--- config.mk ---
export PLATFORM = sky130hd
export DESIGN_NAME = wglr_seg_score
export DESIGN_NICKNAME = d
export VERILOG_FILES = /design/src/hw/rtl/wglr_pkg.sv /design/src/hw/rtl/wglr_log2.sv /design/src/hw/rtl/wglr_seg_score.sv
export SDC_FILE = /design/constraint.sdc
export NUM_CORES = 2
export LEC_CHECK = 0
export ABC_AREA = 1
export BUFFER_PORTS_ARGS = -buffer_cell sky130_fd_sc_hd__buf_4
export CAP_MARGIN = 10
export CORE_MARGIN = 1.5
export CORE_UTILIZATION = 60
export DETAILED_ROUTE_END_ITERATION = 6
export PLACE_DENSITY = 0.88
export SETUP_SLACK_MARGIN = 0.02
export SLEW_MARGIN = 20
export SYNTH_ARGS = -nofsm -noshare
export SYNTH_HDL_FRONTEND = slang
export SYNTH_SLANG_ARGS = --single-unit
--- constraint.sdc ---
create_clock -name clk_i -period 9.55 [get_ports clk_i]
set_input_delay 0.955 -clock clk_i [delete_from_list [all_inputs] [get_ports clk_i]]
set_output_delay 0.955 -clock clk_i [all_outputs]
set_load 0.02 [all_outputs]
--- src/hw/rtl/wglr_pkg.sv ---
// Shared constants for the windowed GLR Poisson detector.
`default_nettype none
package wglr_pkg;
  localparam int SX_W = 22;  // sum of up to 64 counts
  localparam int SM_W = 30;  // sum of up to 64 Q8.16 means
  localparam int A_W  = 38;  // sx scaled to Q16
  localparam int LG_W = 22;  // log2 result, Q16
  localparam int SC_W = 48;  // signed score, Q16
  localparam logic [29:0] LN2_Q30 = 30'd744261118;

  localparam logic [1:0] CFG_WINDOW_MAX = 2'd0;
  localparam logic [1:0] CFG_MIN_LEN    = 2'd1;
  localparam logic [1:0] CFG_THRESHOLD  = 2'd2;
endpackage
`default_nettype wire

--- src/hw/rtl/wglr_log2.sv ---
// Iterative log2 unit, Q16 result, one squaring per cycle.
`default_nettype none
module wglr_log2 (
  input  logic                      clk_i,
  input  logic                      rst_ni,
  input  logic                      start_i,
  input  logic [wglr_pkg::A_W-1:0]  v_i,
  output logic                      done_o,
  output logic [wglr_pkg::LG_W-1:0] res_o
);
  import wglr_pkg::*;

  logic [5:0]       e;
  logic [A_W-1:0]   shl, shr;
  logic [30:0]      norm;
  logic [30:0]      m_q;
  logic [LG_W-1:0]  r_q;
  logic [3:0]       it_q;
  logic             busy_q, done_q;
  logic [61:0]      sq;
  logic [31:0]      sq_s;

  always_comb begin
    e = '0;
    for (int i = 0; i < A_W; i++) begin
      if (v_i[i]) e = 6'(i);
    end
    shr  = v_i >> (e - 6'd30);
    shl  = v_i << (6'd30 - e);
    norm = (e >= 6'd30) ? shr[30:0] : shl[30:0];
  end

  assign sq   = {31'b0, m_q} * {31'b0, m_q};
  assign sq_s = sq[61:30];

  always_ff @(posedge clk_i or negedge rst_ni) begin
    if (!rst_ni) begin
      busy_q <= 1'b0;
      done_q <= 1'b0;
      it_q   <= '0;
    end else begin
      done_q <= 1'b0;
      if (start_i) begin
        busy_q <= 1'b1;
        it_q   <= 4'd15;
      end else if (busy_q) begin
        it_q <= it_q - 4'd1;
        if (it_q == 4'd0) begin
          busy_q <= 1'b0;
          done_q <= 1'b1;
        end
      end
    end
  end

  always_ff @(posedge clk_i) begin
    if (start_i) begin
      m_q <= norm;
      r_q <= {e, 16'b0};
    end else if (busy_q) begin
      if (sq_s[31]) begin
        r_q[it_q] <= 1'b1;
        m_q       <= sq_s[31:1];
      end else begin
        m_q <= sq_s[30:0];
      end
    end
  end

  assign done_o = done_q;
  assign res_o  = r_q;
endmodule
`default_nettype wire

--- src/hw/rtl/wglr_seg_score.sv ---
// Segment score sequencer: log ratio, kappa and score for one start.
`default_nettype none
module wglr_seg_score (
  input  logic                             clk_i,
  input  logic                             rst_ni,
  input  logic                             start_i,
  input  logic [wglr_pkg::SX_W-1:0]        sx_i,
  input  logic [wglr_pkg::SM_W-1:0]        sm_i,
  output logic                             done_o,
  output logic signed [wglr_pkg::SC_W-1:0] score_o
);
  import wglr_pkg::*;

  typedef enum logic [2:0] {SS_IDLE, SS_CMP, SS_LOGA, SS_LOGB, SS_KAP, SS_SUM} ss_e;

  ss_e                    state_q;
  logic [A_W-1:0]         a_q;
  logic [SM_W-1:0]        b_q;
  logic [SX_W-1:0]        sx_q;
  logic [LG_W-1:0]        la_q, kap_q;
  logic [43:0]            prod_q;
  logic signed [SC_W-1:0] score_q;
  logic                   done_q;
  logic                   lg_start, lg_done;
  logic [A_W-1:0]         lg_v;
  logic [LG_W-1:0]        lg_res;
  logic [51:0]            kprod;

  assign lg_start = (state_q == SS_CMP && a_q > {8'b0, b_q}) ||
                    (state_q == SS_LOGA && lg_done);
  assign lg_v     = (state_q == SS_CMP) ? a_q : {8'b0, b_q};
  assign kprod    = {8'b0, la_q - lg_res} * {22'b0, LN2_Q30};

  wglr_log2 u_log2 (
    .clk_i   (clk_i),
    .rst_ni  (rst_ni),
    .start_i (lg_start),
    .v_i     (lg_v),
    .done_o  (lg_done),
    .res_o   (lg_res)
  );

  always_ff @(posedge clk_i or negedge rst_ni) begin
    if (!rst_ni) begin
      state_q <= SS_IDLE;
      done_q  <= 1'b0;
    end else begin
      done_q <= 1'b0;
      case (state_q)
        SS_IDLE: begin
          if (start_i) begin
            a_q     <= {sx_i, 16'b0};
            b_q     <= (sm_i == '0) ? SM_W'(1) : sm_i;
            sx_q    <= sx_i;
            state_q <= SS_CMP;
          end
        end
        SS_CMP: begin
          if (a_q <= {8'b0, b_q}) begin
            score_q <= '0;
            done_q  <= 1'b1;
            state_q <= SS_IDLE;
          end else begin
            state_q <= SS_LOGA;
          end
        end
        SS_LOGA: begin
          if (lg_done) begin
            la_q    <= lg_res;
            state_q <= SS_LOGB;
          end
        end
        SS_LOGB: begin
          if (lg_done) begin
            if (lg_res >= la_q) begin
              score_q <= '0;
              done_q  <= 1'b1;
              state_q <= SS_IDLE;
            end else begin
              kap_q   <= kprod[51:30];
              state_q <= SS_KAP;
            end
          end
        end
        SS_KAP: begin
          if (kap_q == '0) begin
            score_q <= '0;
            done_q  <= 1'b1;
            state_q <= SS_IDLE;
          end else begin
            prod_q  <= kap_q * sx_q;
            state_q <= SS_SUM;
          end
        end
        SS_SUM: begin
          score_q <= $signed({4'b0, prod_q}) + $signed({18'b0, b_q})
                     - $signed({10'b0, sx_q, 16'b0});
          done_q  <= 1'b1;
          state_q <= SS_IDLE;
        end
        default: state_q <= SS_IDLE;
      endcase
    end
  end

  assign done_o  = done_q;
  assign score_o = score_q;
endmodule
`default_nettype wire

==> metrics.cfg <==
[setup_path]
crit_path_frequent_cell = inv_2
cp_data_arrival_time_ns = 9.99
critPathCaptureType = register
reg2regPathDepth = 51
r2r-end = kap_q[21]
r2r_start = la_q[0]
cp_slowest_cell = fa_2
r2r_slack_ns = -0.11
critPathLaunchType = register
cp.required_ns = 9.88
critPathKind = reg -> reg
path_max_fanout = 3
slowest_delay_ns = 0.64

[grt]
grt_max_degree = 64
grt_pass1_vias = 59000
grt-ovfl-total = 0
grt_pass1_wl_um = 302000
grt_antenna_before_repair = 4
grt_use_total_pct = 32.7

[clocking]
cts_made_buffers = 27
cts_hold_buffers = 0
htreeDepth = 1
cts.sinks = 249
worstSkewPairLatency_ns = 0.61
cts_root_buf = clkbuf_16
cts_tree = yes
cts.path.max_buffers = 3
clk_pin_slew_ns = 0.07

[cells_and_area]
regArea_mm2 = 0.00727
fillers = 8766
mostFrequentLayoutCell = inv_1
multiInputGateArea_mm2 = 0.0520
nets = 10500
final_layout_size_suffix_gt1_share_pct = 5.85
fin_util_pct = 64.4
final_cell_mix = 2413 x inv_1, 1663 x nand2_1, 1379 x fa_1
area_growth_pct = 6.33

[synth]
synth-async-reset-ratio_pct = 4.02
synth.cell_area_mm2 = 0.0692
yosysWarnings = 0
yosys.area.top_type = fa_1
avgSynthCellArea_um2 = 8.44
syn_inst = 8199
synth_cell_types = 61
yosysTopAreaCellShare_pct = 40.0
synth.area.top_cells = fa_1 40%, ha_1 14%, inv_1 13%
synth.yosys.seq_area_share_pct = 10.5
synth_ff_type = edfxtp_1
synth-seq-cells = 249
synth_fp_nets = 10400
synth_edf_count = 223

[status]
status = finished, violations left
violations = setup timing

[sta]
fin_worst_skew_ns = 0.0339
maxSlewViolCount = 0
finalCriticalPeriod_ns = 9.66
worstMarginPinSlew_ns = 1.13
timing.final.ws_setup_ns = -0.110
fmax_ghz = 0.104
post-route-period-util_pct = 101
finalHoldViolCount = 0
setup-violations-final = 2
rsz0062_at_grt = true
timing.slew.headroom_pct = 24.4

[floorplan]
rows = 124
dieWidth_um = 343
fp.dieH_um = 343
io_pins = 104
die_area_mm2 = 0.117
floorplan.initialDensity_pct = 60.5
core_mm2 = 0.114

[routing]
first_pass_iters = 7
drt-vias-per-instance = 5.55
drt-total-wl_um = 186000
route.detailed.drc = 0
vias = 54300
dr.first_iter.drc_count = 4845
ant_nets = 0
wl_per_cell_um = 19.0

[placement]
hpwl_um = 155000
globalplace.congestion = 0.967
io_buffers = 103

[job]
maxCapViolCount = 0

[worst_hold_path]
min_path_type = in -> async

-- registers in the layout (all words and copies together), names as in the netlist --
| name | flops |
|---|---|
| b_q | 30 |
| done_o | 1 |
| kap_q | 22 |
| la_q | 22 |
| prod_q | 44 |
| score_o | 46 |
| state_q | 3 |
| sx_q | 22 |
| u_log2.busy_q | 1 |
| u_log2.done_o | 1 |
| u_log2.it_q | 4 |
| u_log2.m_q | 31 |
| u_log2.res_o | 22 |
-- synthesized netlist by cell type (17+ instances only) --
| library cell | n |
|---|---|
| fa_1 | 1383 |
| nor2_1 | 164 |
| o21ai_0 | 131 |
| o21a_1 | 25 |
| a21oi_1 | 307 |
| edfxtp_1 | 223 |
| nor3_1 | 19 |
| nand3_1 | 353 |
| ha_1 | 788 |
| o211ai_1 | 21 |
| xor2_1 | 93 |
| o21bai_1 | 17 |
| nor4_1 | 20 |
| nand2_1 | 1674 |
| nand2_2 | 21 |
| nand4_1 | 24 |
| inv_1 | 2418 |
| clkbuf_1 | 242 |
| xnor2_1 | 50 |
| o21ai_1 | 43 |
-- worst max-delay path by stage --
stage	from	end	slack (ns)
after floorplan	la_q[1]	kap_q[19]	0.51
after global placement	la_q[0]	kap_q[17]	0.06
after detailed placement	la_q[1]	kap_q[21]	0.08
after CTS	la_q[0]	kap_q[19]	0.04
after global routing	la_q[0]	kap_q[21]	-0.61
final	la_q[0]	kap_q[21]	-0.11
-- per-layer routing --
metal / GRT usage [%] / share of wire, %
met1: 41.7 / 37
met4: 14.8 / 5.1
met3: 7.18 / 10
met5: 0 / 0.0070
met2: 53.5 / 48
-- critical path: cells and delay by family, from the launching register on --
family	cells	cell delay, ns
AO/OA/AOI/OAI	10	1.66
XOR/XNOR	2	0.26
adder cells (fa/ha/maj)	10	4.52
buffers and inverters	9	0.57
flip-flops	1	0.36
AND/OR/NAND/NOR	20	2.01
-- logic make-up (layout without fill, tap and decap cells) --
kind of cell | Yosys count | in the layout | synth area share [%]
buffers and inverters | 2717 | 2792 | 14.9
and+or+nand+nor | 2298 | 2298 | 13.5
adders and majority gates | 2171 | 2171 | 54.2
AOI/OAI and AO/OA | 619 | 619 | 5.03
DFF | 249 | 249 | 10.5
xor gates and xnor gates | 144 | 144 | 1.83
other | 1 | 3 | 0.00542
-- area by class of cell --
cell class                      count  area share [%]
Antenna cell                        2         0.00680
Tap cell                         1512            2.57
Clock buffer                       31           0.966
Timing Repair Buffer              309            3.27
Clock inverter                     18           0.231
Multi-Input combinational cell   5233            70.7
Inverter                         2434            12.4
Sequential cell                   249            9.87
-- per-stage QoR --
stage | cells | setup TNS [ns] | cell area, µm² | hold WS, ns | worst slack, ns
5_1_grt | 9787 | -4.47 | 73600 | 0.197 | -0.615
3_5_place_dp | 9699 | 0 | 72000 | 0.417 | 0.0847
4_1_cts | 9748 | 0 | 72900 | 0.193 | 0.0389
6_report | 9788 | -0.112 | 73600 | 0.200 | -0.110
3_3_place_gp | 9699 | 0 | 72000 | 0.412 | 0.0635
2_1_floorplan | 8199 | 0 | 69200 | 0.408 | 0.513
-- timing repair --
item	CTS	global route
resized for setup	2	78
buffers inserted	0	38
pin swaps	0	43
gates cloned	0	0
endpoints found under the setup margin	3	64
Power is left out: the tool's default activity adds up to more than one toggle a clock period on the data nets, which glitch-free logic cannot reach.
